File: config.mk
export PLATFORM = sky130hd
export DESIGN_NAME = sorted_priority_queue_top
export DESIGN_NICKNAME = d
export VERILOG_FILES = /design/src/rtl/core/spq_pkg.sv /design/src/rtl/core/spq_store.sv /design/src/rtl/core/sorted_priority_queue_top.sv
export VERILOG_INCLUDE_DIRS = /design/src /design/src/rtl/core
export SDC_FILE = /design/constraint.sdc
export NUM_CORES = 1
export LEC_CHECK = 0
export BUFFER_PORTS_ARGS = -buffer_cell sky130_fd_sc_hd__buf_2
export CORE_MARGIN = 1.5
export CORE_UTILIZATION = 56
export DETAILED_ROUTE_END_ITERATION = 8
export GPL_TIMING_DRIVEN = 0
export PLACE_DENSITY = 0.76
export SLEW_MARGIN = 10
export SYNTH_ARGS = -nofsm -noshare
export SYNTH_HDL_FRONTEND = slang
export SYNTH_SLANG_ARGS = --single-unit
File: constraint.sdc
create_clock -name clk -period 4.2 [get_ports clk]
set_clock_uncertainty 0.1 [all_clocks]
set_input_delay 0.42 -clock clk [delete_from_list [all_inputs] [get_ports clk]]
set_output_delay 0.42 -clock clk [all_outputs]
set_load 0.01 [all_outputs]
File: src/rtl/core/sorted_priority_queue_top_macros.svh
// ----------------------------------------------------------------------------
// Assertion macros shared by the sorted priority queue RTL
// ----------------------------------------------------------------------------
`ifndef SORTED_PRIORITY_QUEUE_TOP_MACROS_SVH
`define SORTED_PRIORITY_QUEUE_TOP_MACROS_SVH

// same-cycle implication, sampled on clk, off during reset
`define SPQ_ASSERT_NOW(label, ante, cons, msg) \
	label: assert property (@(posedge clk) disable iff (!arst_n) (ante) |-> (cons)) \
		else $error(msg);

// next-cycle implication, sampled on clk, off during reset
`define SPQ_ASSERT_NEXT(label, ante, cons, msg) \
	label: assert property (@(posedge clk) disable iff (!arst_n) (ante) |=> (cons)) \
		else $error(msg);

`endif

File: src/rtl/core/spq_pkg.sv
// ----------------------------------------------------------------------------
// spq_pkg
// Types and constants of the sorted priority queue.
// ----------------------------------------------------------------------------
`default_nettype none

package spq_pkg;

	localparam int QUEUE_DEPTH_DEF = 16;
	localparam int RANK_WIDTH_DEF  = 16;

	localparam int VALUE_W     = 32;
	localparam int FUNC_W      = 2;
	localparam int STATUS_W    = 2;
	localparam int RANK_PORT_W = 16;
	localparam int OCC_W       = 5;

	localparam logic [FUNC_W-1:0] FN_INSERT = 2'd0;
	localparam logic [FUNC_W-1:0] FN_REMOVE = 2'd1;
	localparam logic [FUNC_W-1:0] FN_PEEK   = 2'd2;

	localparam logic [STATUS_W-1:0] ST_OK    = 2'd0;
	localparam logic [STATUS_W-1:0] ST_EMPTY = 2'd1;
	localparam logic [STATUS_W-1:0] ST_FULL  = 2'd2;

	typedef enum logic [2:0] {
		SPQ_IDLE,
		SPQ_SETUP,
		SPQ_INS_RD,
		SPQ_INS_CMP,
		SPQ_INS_PUT,
		SPQ_HEAD
	} state_t;

	typedef struct packed {
		logic wr_en;
		logic rd_en;
	} mem_ctl_t;

endpackage

`default_nettype wire

File: src/rtl/core/spq_store.sv
// ----------------------------------------------------------------------------
// spq_store
// Entry memory: one write port, one read port with registered read data.
// ----------------------------------------------------------------------------
`default_nettype none

module spq_store #(
	parameter int DEPTH  = spq_pkg::QUEUE_DEPTH_DEF,
	parameter int WORD_W = spq_pkg::VALUE_W + spq_pkg::RANK_WIDTH_DEF
) (
	input  wire logic                     clk,
	input  wire spq_pkg::mem_ctl_t        ctl,
	input  wire logic [$clog2(DEPTH)-1:0] wr_addr,
	input  wire logic [WORD_W-1:0]        wr_data,
	input  wire logic [$clog2(DEPTH)-1:0] rd_addr,
	output logic [WORD_W-1:0]             rd_data
);

	logic [WORD_W-1:0] mem [DEPTH];

	always_ff @(posedge clk) begin
		if (ctl.wr_en) begin
			mem[wr_addr] <= wr_data;
		end
	end

	always_ff @(posedge clk) begin
		if (ctl.rd_en) begin
			rd_data <= mem[rd_addr];
		end
	end

endmodule

`default_nettype wire

File: src/rtl/core/sorted_priority_queue_top.sv
// ----------------------------------------------------------------------------
// sorted_priority_queue_top
// Bounded priority queue kept sorted by rank in a circular entry memory.
// ----------------------------------------------------------------------------
//
//  channel  | handshake          | payload
//  ---------+--------------------+--------------------------------------
//  command  | start / busy       | func, item_value, item_rank
//  result   | done (1-cycle)     | status, head_value, occupancy
//
// One command at a time; busy is high from the beat until its result is out.
// Remove or peek with entries held pass through setup and a head read; refused,
// empty-queue and unused ops finish in setup. done follows for one cycle.
// Insert into an empty queue finishes in setup. Otherwise setup, a first read,
// compare-and-move steps, and a put if the head moves; the tail walk moves one entry per memory cycle.
// Remove only advances the head pointer. Reset clears count and head pointer.
// The result side cannot stall; a new command may be taken while done is up.
// ----------------------------------------------------------------------------
`default_nettype none

module sorted_priority_queue_top #(
	parameter int QUEUE_DEPTH = spq_pkg::QUEUE_DEPTH_DEF,
	parameter int RANK_WIDTH  = spq_pkg::RANK_WIDTH_DEF
) (
	input  wire logic                                   clk,
	input  wire logic                                   arst_n,
	input  wire logic                                   start,
	output logic                                        busy,
	input  wire logic [spq_pkg::FUNC_W-1:0]             func,
	input  wire logic signed [spq_pkg::VALUE_W-1:0]     item_value,
	input  wire logic [spq_pkg::RANK_PORT_W-1:0]        item_rank,
	output logic                                        done,
	output logic [spq_pkg::STATUS_W-1:0]                status,
	output logic signed [spq_pkg::VALUE_W-1:0]          head_value,
	output logic [spq_pkg::OCC_W-1:0]                   occupancy
);

	`include "sorted_priority_queue_top_macros.svh"

	localparam int AW     = $clog2(QUEUE_DEPTH);
	localparam int CW     = $clog2(QUEUE_DEPTH + 1);
	localparam int SW     = AW + 1;
	localparam int WORD_W = spq_pkg::VALUE_W + RANK_WIDTH;

	spq_pkg::state_t state_q, state_d;

	logic [AW-1:0] head_q, head_d;
	logic [CW-1:0] count_q, count_d;
	logic [AW-1:0] wr_ptr_q, wr_ptr_d;
	logic [AW-1:0] rd_ptr_q, rd_ptr_d;
	logic [CW-1:0] idx_q, idx_d;

	logic [spq_pkg::FUNC_W-1:0]  func_q;
	logic [spq_pkg::VALUE_W-1:0] value_q;
	logic [RANK_WIDTH-1:0]       rank_q;

	logic                          done_q;
	logic [spq_pkg::STATUS_W-1:0]  status_q;
	logic [spq_pkg::VALUE_W-1:0]   head_value_q;
	logic [spq_pkg::OCC_W-1:0]     occupancy_q;

	logic                          res_en;
	logic [spq_pkg::STATUS_W-1:0]  res_status;
	logic [spq_pkg::VALUE_W-1:0]   res_value;

	spq_pkg::mem_ctl_t     mem_ctl;
	logic [AW-1:0]         mem_wr_addr;
	logic [WORD_W-1:0]     mem_wr_data;
	logic [AW-1:0]         mem_rd_addr;
	logic [WORD_W-1:0]     mem_rd_data;

	logic [WORD_W-1:0]           new_word;
	logic [RANK_WIDTH-1:0]       rd_rank;
	logic [spq_pkg::VALUE_W-1:0] rd_value;
	logic                        rank_ge;
	logic                        rank_eq;
	logic                        move;
	logic [SW-1:0]               tail_sum;
	logic [AW-1:0]               tail;

	function automatic logic [AW-1:0] ptr_prev(input logic [AW-1:0] p);
		ptr_prev = (p == '0) ? AW'(QUEUE_DEPTH - 1) : p - AW'(1);
	endfunction

	function automatic logic [AW-1:0] ptr_next(input logic [AW-1:0] p);
		ptr_next = (p == AW'(QUEUE_DEPTH - 1)) ? '0 : p + AW'(1);
	endfunction

	spq_store #(
		.DEPTH  (QUEUE_DEPTH),
		.WORD_W (WORD_W)
	) u_store (
		.clk     (clk),
		.ctl     (mem_ctl),
		.wr_addr (mem_wr_addr),
		.wr_data (mem_wr_data),
		.rd_addr (mem_rd_addr),
		.rd_data (mem_rd_data)
	);

	assign busy       = (state_q != spq_pkg::SPQ_IDLE);
	assign done       = done_q;
	assign status     = status_q;
	assign head_value = head_value_q;
	assign occupancy  = occupancy_q;

	assign new_word = {value_q, rank_q};
	assign rd_rank  = mem_rd_data[RANK_WIDTH-1:0];
	assign rd_value = mem_rd_data[RANK_WIDTH +: spq_pkg::VALUE_W];

	// the comparators of the walk
	assign rank_ge = (rd_rank >= rank_q);
	assign rank_eq = (rd_rank == rank_q);
	// head moves only on strictly larger rank, later slots on larger or equal
	assign move    = (idx_q == CW'(1)) ? (rank_ge && !rank_eq) : rank_ge;

	// tail slot = head + count, wrapped; count is below depth here
	assign tail_sum = SW'(head_q) + SW'(count_q);
	assign tail     = (tail_sum >= SW'(QUEUE_DEPTH)) ? AW'(tail_sum - SW'(QUEUE_DEPTH))
	                                                 : AW'(tail_sum);

	always_ff @(posedge clk or negedge arst_n) begin
		if (!arst_n) begin
			state_q <= spq_pkg::SPQ_IDLE;
			head_q  <= '0;
			count_q <= '0;
			done_q  <= 1'b0;
		end else begin
			state_q <= state_d;
			head_q  <= head_d;
			count_q <= count_d;
			done_q  <= res_en;
		end
	end

	always_ff @(posedge clk) begin
		wr_ptr_q <= wr_ptr_d;
		rd_ptr_q <= rd_ptr_d;
		idx_q    <= idx_d;
		if (state_q == spq_pkg::SPQ_IDLE && start) begin
			func_q  <= func;
			value_q <= item_value;
			rank_q  <= RANK_WIDTH'(item_rank);
		end
		if (res_en) begin
			status_q     <= res_status;
			head_value_q <= res_value;
			occupancy_q  <= spq_pkg::OCC_W'(count_d);
		end
	end

	always_comb begin
		state_d     = state_q;
		head_d      = head_q;
		count_d     = count_q;
		wr_ptr_d    = wr_ptr_q;
		rd_ptr_d    = rd_ptr_q;
		idx_d       = idx_q;
		mem_ctl     = '0;
		mem_wr_addr = wr_ptr_q;
		mem_wr_data = new_word;
		mem_rd_addr = rd_ptr_q;
		res_en      = 1'b0;
		res_status  = spq_pkg::ST_OK;
		res_value   = '0;

		unique case (state_q)
			spq_pkg::SPQ_IDLE: begin
				if (start) begin
					state_d = spq_pkg::SPQ_SETUP;
				end
			end
			spq_pkg::SPQ_SETUP: begin
				priority if (func_q == spq_pkg::FN_INSERT) begin
					priority if (count_q == CW'(QUEUE_DEPTH)) begin
						res_en     = 1'b1;
						res_status = spq_pkg::ST_FULL;
						state_d    = spq_pkg::SPQ_IDLE;
					end else if (count_q == '0) begin
						mem_ctl.wr_en = 1'b1;
						mem_wr_addr   = head_q;
						count_d       = count_q + CW'(1);
						res_en        = 1'b1;
						state_d       = spq_pkg::SPQ_IDLE;
					end else begin
						wr_ptr_d = tail;
						rd_ptr_d = ptr_prev(tail);
						idx_d    = count_q;
						state_d  = spq_pkg::SPQ_INS_RD;
					end
				end else if (func_q == spq_pkg::FN_REMOVE || func_q == spq_pkg::FN_PEEK) begin
					if (count_q == '0) begin
						res_en     = 1'b1;
						res_status = spq_pkg::ST_EMPTY;
						state_d    = spq_pkg::SPQ_IDLE;
					end else begin
						mem_ctl.rd_en = 1'b1;
						mem_rd_addr   = head_q;
						state_d       = spq_pkg::SPQ_HEAD;
					end
				end else begin
					res_en  = 1'b1;
					state_d = spq_pkg::SPQ_IDLE;
				end
			end
			spq_pkg::SPQ_INS_RD: begin
				mem_ctl.rd_en = 1'b1;
				rd_ptr_d      = ptr_prev(rd_ptr_q);
				state_d       = spq_pkg::SPQ_INS_CMP;
			end
			spq_pkg::SPQ_INS_CMP: begin
				// read data is the entry just below the open slot
				mem_ctl.wr_en = 1'b1;
				if (move) begin
					mem_wr_data   = mem_rd_data;
					wr_ptr_d      = ptr_prev(wr_ptr_q);
					idx_d         = idx_q - CW'(1);
					mem_ctl.rd_en = 1'b1;
					rd_ptr_d      = ptr_prev(rd_ptr_q);
					if (idx_q == CW'(1)) begin
						state_d = spq_pkg::SPQ_INS_PUT;
					end
				end else begin
					count_d = count_q + CW'(1);
					res_en  = 1'b1;
					state_d = spq_pkg::SPQ_IDLE;
				end
			end
			spq_pkg::SPQ_INS_PUT: begin
				mem_ctl.wr_en = 1'b1;
				count_d       = count_q + CW'(1);
				res_en        = 1'b1;
				state_d       = spq_pkg::SPQ_IDLE;
			end
			spq_pkg::SPQ_HEAD: begin
				res_en    = 1'b1;
				res_value = rd_value;
				if (func_q == spq_pkg::FN_REMOVE) begin
					head_d  = ptr_next(head_q);
					count_d = count_q - CW'(1);
				end
				state_d = spq_pkg::SPQ_IDLE;
			end
			default: begin
				state_d = spq_pkg::SPQ_IDLE;
			end
		endcase
	end

	`SPQ_ASSERT_NOW(a_count_bound, 1'b1, count_q <= CW'(QUEUE_DEPTH), "entry count above depth")
	`SPQ_ASSERT_NEXT(a_busy_after_beat, start && !busy, busy, "command beat did not raise busy")
	`SPQ_ASSERT_NOW(a_done_after_work, done_q, $past(state_q) != spq_pkg::SPQ_IDLE, "done without work")
	`SPQ_ASSERT_NOW(a_no_idle_write, state_q == spq_pkg::SPQ_IDLE, !mem_ctl.wr_en, "write while idle")
	`SPQ_ASSERT_NOW(a_full_status, done_q && status_q == spq_pkg::ST_FULL, count_q == CW'(QUEUE_DEPTH), "full status below depth")

endmodule

`default_nettype wire

==> out/results.ini, run 1 <==
[run_status]
status=completed

[logic_synthesis]
yosys.area.top_type=edfxtp_1
synth_cell_types=56
syn_inst=2045
syn_nets=2129
yosysTopAreaCellShare_pct=75.4
synth.most_common_cell=edfxtp_1
yosysWarnings=0
syn_area_sq_um=36500
syn_area_per_cell_sq_um=17.9
yosys_register_bits=931
synthArstFlopShare_pct=1.40
synth_ff_type=edfxtp_1
ys_seq_area_share_pct=76.3
yosys-top-cells-area=edfxtp_1 (75%), mux2i_1 (11%), o22ai_1 (3.4%), mux2_2 (1.6%), ha_1 (1.0%)
synth_common_cells=edfxtp_1 (918), mux2i_1 (391), o22ai_1 (196)
synth_edf_count=918

[global_route]
gr-usage-all-layers_pct=27.1
antenna_found_initial=0
overflow=0
grt_max_degree=23
first_global_vias=20400
grt_pass1_wl_microns=131000

[cts]
cts_buffers=89
clk_pin_slew_ns=0.06
clk_latency_ns=0.64
cts_tree=done
cts.sinks=931
cts_max_path_buffers=3
cts-root-buf=clkbuf_16
h-tree-depth=3

[pwr]
p_seq_share_pct=41.9
swShare_pct=33.0
total_power_w=0.0297
p_clk_share_pct=26.3
vdd_drop_max_mv=0.497
p_leak_nw=15.5
p_comb_share_pct=31.8
power.switching_w=0.00981
internal_power_w=0.0199
cellPowerDensity_nw_per_um2=698

[timing]
fin_crit_sh_pct=97.2
layout_setup_ws_ns=0.117
setup_violations=0
worst_slew_pin_slew_ns=1.06
slew_headroom_pct=29.6
hold_viol=0
max_freq_ghz=0.245
rsz0062_at_grt=false
layout_min_cycle_time_ns=4.08
slew_violations=0

[worst_setup_path]
slowest_delay_ns=0.58
crit_buf_inv=3
start_kind=register
end_kind=register
cp_cell_sequence=inv_1 > ha_1 > nor4b_4 > nor3_4 > mux2_2 > nand2_1 > buf_4 > clkbuf_1 > o22ai_1 > or4_1
cp_top_family=simple AND/OR/NAND/NOR gates
slowest_stage=clkbuf_1
crit_fanout=10
required_ns=4.46
r2r_slack_ns=0.12
cp.arrival_ns=4.34
critPathKind=register to register

[placement]
place_congestion=0.875
dp_cells=3038
pre_cts_slack_ns=-0.731
io_buffers=93
hpwlAfterDp_microns=56100

[route]
num_vias=20700
drc=0
drt-total-wl_microns=90900
drt_iter0_markers=2746
vias_per_cell=6.38
wire_per_inst_microns=28.0
drtPass1Iterations=7
ant_nets=0

[floorplanning]
io-pin-count=94
core_area_sq_um=64500
die_w_microns=258
dieArea_sq_um=66800
die_h_microns=258
rows=93
initial_utilization_pct=56.7

[layout]
fin_nets=2412
num_antenna_cells=0
area_growth_pct=16.6
drive_gt1_share_pct=17.2
fin_cells=3250

[flow_run]
max_cap_violations=0

[worst_hold_path]
hold_path_class=input port to asynchronous set/reset pin

[final cells by class]
| class | count | area [sq um] |
|---|---|---|
| Clock inverter | 48 | 462 |
| Inverter | 34 | 128 |
| Multi-Input combinational cell | 973 | 8080 |
| Sequential cell | 931 | 27900 |
| Timing Repair Buffer | 191 | 1950 |
| Fill cell | 4151 | 21900 |
| Clock buffer | 110 | 2380 |
| Buffer | 108 | 639 |
| Tap cell | 855 | 1070 |
[metrics by stage]
stage / utilization (%) / instance area, sq um / TNS [ns] / hold WS [ns]
detailed placement: 60.8 / 39200 / -103.86 / 0.240
floorplan: - / 36500 / -61.68 / 0.0244
CTS: 66.0 / 42600 / 0 / 0.117
global placement: 59.1 / 38100 / -2625.67 / 0.227
global route: 66.1 / 42600 / 0 / 0.161
finish: 66.1 / 42600 / 0 / 0.116
[state kept, by name, summed over array words and instances (netlist names)]
signal,flops
u_store.rd_data,48
func_q,2
head_value,32
idx_q,5
state_q,3
u_store.mem,768
rd_ptr_q,4
status,2
value_q,32
wr_ptr_q,4
done,1
rank_q,16
count_q,5
occupancy,5
head_q,4
[layout by cell type (no fill, tap or decap), types with 4 or more instances in the layout]
| master | instances |
|---|---|
| buf_1 | 6 |
| xnor2_1 | 5 |
| inv_1 | 34 |
| buf_16 | 18 |
| dlygate4sd3_1 | 51 |
| buf_6 | 20 |
| or4_1 | 48 |
| a31oi_1 | 4 |
| clkinv_2 | 13 |
| a21oi_1 | 24 |
| nor2_1 | 28 |
| and3_1 | 37 |
| ha_1 | 30 |
| buf_12 | 21 |
| nand2_1 | 38 |
| clkbuf_2 | 14 |
| o21ai_0 | 18 |
| clkinv_4 | 4 |
| mux2_2 | 52 |
| xor2_1 | 6 |
| edfxtp_1 | 918 |
| mux2i_1 | 391 |
| dfrtp_1 | 13 |
| clkinv_1 | 13 |
| o22ai_1 | 196 |
| clkinvlp_4 | 7 |
| buf_4 | 16 |
| nor2_4 | 17 |
| nor3_1 | 6 |
| clkbuf_16 | 91 |
| clkbuf_1 | 51 |
| nand2b_1 | 11 |
| buf_2 | 116 |
| bufinv_16 | 7 |
| nand3_1 | 8 |
[worst register-to-register path, cell delays in order, from the launching register on]
cell and delay, ns:
dfrtp_1 0.51, inv_1 0.14, ha_1 0.24, nor4b_4 0.16
nor3_4 0.34, mux2_2 0.42, nand2_1 0.25, buf_4 0.28
clkbuf_1 0.58, o22ai_1 0.21, or4_1 0.58
[power by group through the flow]
stage | Combinational [W] | Sequential, W | Clock [W]
after CTS | 0.00932 | 0.0124 | 0.00787
after floorplan | 0.00585 | 0.0126 | 0
after global routing | 0.00993 | 0.0125 | 0.00821
after global placement | 0.00867 | 0.0127 | 0
final | 0.00946 | 0.0125 | 0.00781
after detailed placement | 0.00917 | 0.0126 | 0
[final timing paths]
check,startpoint,endpoint,cells past startpoint
worst max-delay path,count_q[0],u_store.rd_data[20],10
worst min-delay path,arst_n,count_q[4],2
worst max register to register,count_q[0],u_store.rd_data[20],10
worst min register to register,u_store.rd_data[34],head_value[18],1
max in group asynchronous,arst_n,head_q[2],2
min in group clk,start,state_q[0],5
[per-layer routing]
layer	vias to the layer above	share of wire [%]	track usage, %
li1	8781	-	-
met1	10300	38	36.7
met2	1365	49	44.6
met3	268	9.6	4.37
met4	0	3.6	10.5
met5	-	0	0
[cells by family after synthesis]
logic type                 synth area share [%]
and+or+nand+nor                            3.34
muxes                                      12.3
DFF                                        76.3
buffers and inverters                      2.04
xor gates and xnor gates                  0.264
AOI/OAI and AO/OA                          4.65
adders and majority gates                  1.08
[repair_timing]
item / 4_1_cts / 5_1_grt
hold buffers: 51 / 0
setup endpoints to repair: 784 / 61
resized for setup: 7 / 16
endpoints found under the hold margin: 63 / 0
pin swaps: 1 / 1
cloned: 1 / 0
setup buffers: 0 / 2
Power figures use the tool's default switching activity.
==> inputs of run 2 (changes only) <==
GPL_TIMING_DRIVEN = default   (was 0)
MAX_ROUTING_LAYER = met4   (was default)
==> out/results.ini, run 2 (synthesis results as in run 1) <==
[worst_hold_path]
hold_path_class=input port to asynchronous set/reset pin  ; unchanged

[timing]
whs_ns=0.103  ; was 0.116 ns
layout_min_cycle_time_ns=4.02  ; was 4.08 ns
final.setup.tns_ns=0  ; unchanged
hold_viol=0  ; unchanged
max_freq_ghz=0.249  ; was 0.245 GHz
fin_crit_sh_pct=95.6  ; was 97.2%
slew_headroom_pct=32.4  ; was 29.6%
slew_violations=0  ; unchanged
worst_slew_pin_slew_ns=1.01  ; was 1.06 ns
setup_violations=0  ; unchanged
rsz0062_at_grt=false  ; unchanged

[pwr]
p_leak_nw=15.3  ; was 15.5 nW
cellPowerDensity_nw_per_um2=696  ; was 698 nW/um^2
vdd_drop_max_mv=0.436  ; was 0.497 mV

[route]
ant_nets=0  ; unchanged
drt-total-wl_microns=84200  ; was 90,900 microns
drtPass1Iterations=5  ; was 7
vias_per_cell=6.26  ; was 6.38
wire_per_inst_microns=26.6  ; was 28.0 microns
num_vias=19800  ; was 20,700
drt_iter0_markers=2211  ; was 2,746
drc=0  ; unchanged

[global_route]
grt_pass1_wl_microns=124000  ; was 131,000 microns
grt_max_degree=57  ; was 23
overflow=0  ; unchanged
gr-usage-all-layers_pct=26.1  ; was 27.1%
antenna_found_initial=2  ; was 0
first_global_vias=19600  ; was 20,400

[floorplanning]
die_w_microns=258  ; unchanged
dieArea_sq_um=66800  ; unchanged
rows=93  ; unchanged
initial_utilization_pct=56.7  ; unchanged
core_area_sq_um=64500  ; unchanged
die_h_microns=258  ; unchanged
io-pin-count=94  ; unchanged

[cts]
postCtsHoldBufs=51  ; unchanged
cts_resized=0  ; was 7
clk_latency_ns=0.64  ; about the same
cts-root-buf=clkbuf_16  ; unchanged
cts.sinks=931  ; unchanged
cts_buffers=92  ; was 89
clk_pin_slew_ns=0.06  ; about the same
postCtsSetupRepairBufs=0  ; unchanged
cts_tree=done  ; unchanged
h-tree-depth=3  ; unchanged
cts_max_path_buffers=3  ; unchanged

[worst_setup_path]
crit_fanout=8  ; was 10
cp.arrival_ns=4.29  ; was 4.34 ns
start_kind=register  ; unchanged
required_ns=4.47  ; was 4.46 ns
critPathKind=register to register  ; unchanged
end_kind=register  ; unchanged

[layout]
num_antenna_cells=0  ; unchanged
largest_reg_flops=768  ; unchanged
reg.largest.list=u_store.mem: 768 flops, u_store.rd_data: 48 flops  ; unchanged
fin_area_sq_um=42100  ; was 42,600 sq um
fin_nets=2330  ; was 2,412
fill_cells=4210  ; was 4,151
fin_cells=3170  ; was 3,250
multi_input_area_sq_um=8090  ; was 8080 sq um
layout_commonest_cell=edfxtp_1  ; unchanged
top_register=u_store.mem  ; unchanged
final_cell_mix=edfxtp_1 (918), mux2i_1 (390), o22ai_1 (196)  ; was edfxtp_1 (918), mux2i_1 (391), o22ai_1 (196)
drive_gt1_share_pct=16.5  ; was 17.2%
ff_latch_area_sq_um=27900  ; unchanged
area_growth_pct=15.2  ; was 16.6%

[placement]
io_buffers=93  ; unchanged
hpwlAfterDp_microns=43700  ; was 56,100 microns
place_congestion=0.895  ; was 0.875
dp_cells=2956  ; was 3,038
dpl-instance-area_sq_um=38600  ; was 39,200 sq um

[run_status]
status=completed  ; unchanged

[flow_run]
max_cap_violations=0  ; unchanged

-- run 2: cell types whose count changed in the layout (fill, tap and decap cells not counted), moves of 14 or more --
cell | before | now
clkbuf_1 | 51 | 10
buf_6 | 20 | 0
buf_16 | 18 | 0
buf_12 | 21 | 35
clkbuf_2 | 14 | 0
buf_2 | 116 | 93
buf_4 | 16 | 36
-- run 2: report_power, final --
part           leakage, nW  total [W]  internal [W]  switching, W
combinational         5.33    0.00868       0.00339       0.00529
clock                 1.44    0.00807       0.00470       0.00337
sequential            8.49     0.0125        0.0120      0.000496
total                 15.3     0.0293        0.0201       0.00915
-- run 2: through the flow --
step,setup slack [ns],utilization [%],total power (W)
floorplan,-0.128,-,0.0185
CTS,0.182,65.3,0.0293
finish,0.185,65.3,0.0293
detailed placement,0.262,59.9,0.0213
global placement,0.417,59.9,0.0210
global route,0.0352,65.3,0.0304
-- run 2: path summary, 6_finish.rpt --
check / slack, ns / start / end / cells after the start
setup / recovery: 0.18 / count_q[0] / u_store.rd_data[12] / 10
hold / removal: 0.10 / arst_n / state_q[2] / 2
setup reg to reg: 0.18 / count_q[0] / u_store.rd_data[12] / 10
hold reg to reg: 0.49 / u_store.rd_data[18] / head_value[2] / 1
max in group asynchronous: 3.63 / arst_n / head_q[0] / 2
min in group clk: 0.21 / start / state_q[0] / 5
-- run 2: final cells by class --
cell class	instances	share of cell area [%]
tap	855	2.54
clock buffer	104	5.68
timing repair buffer	215	4.63
multi-input combinational	972	19.2
sequential	931	66.3
inverter	34	0.303
clock inverter	59	1.37
-- run 2: metal layers --
layer,part of all wire (%),track usage [%]
met4,2.2,7.47
met5,0,-
met2,49,41.6
met1,40,35.5
met3,8.5,3.79
-- run 2: critical path: stages, from the launching register on --
cell and delay (ns):
dfrtp_1 0.50, inv_1 0.14, ha_1 0.23, nor4b_2 0.20, nor3_4 0.39, mux2i_4 0.73, buf_4 0.32, buf_4 0.22
mux2i_1 0.25, o22ai_1 0.13, or4_1 0.53
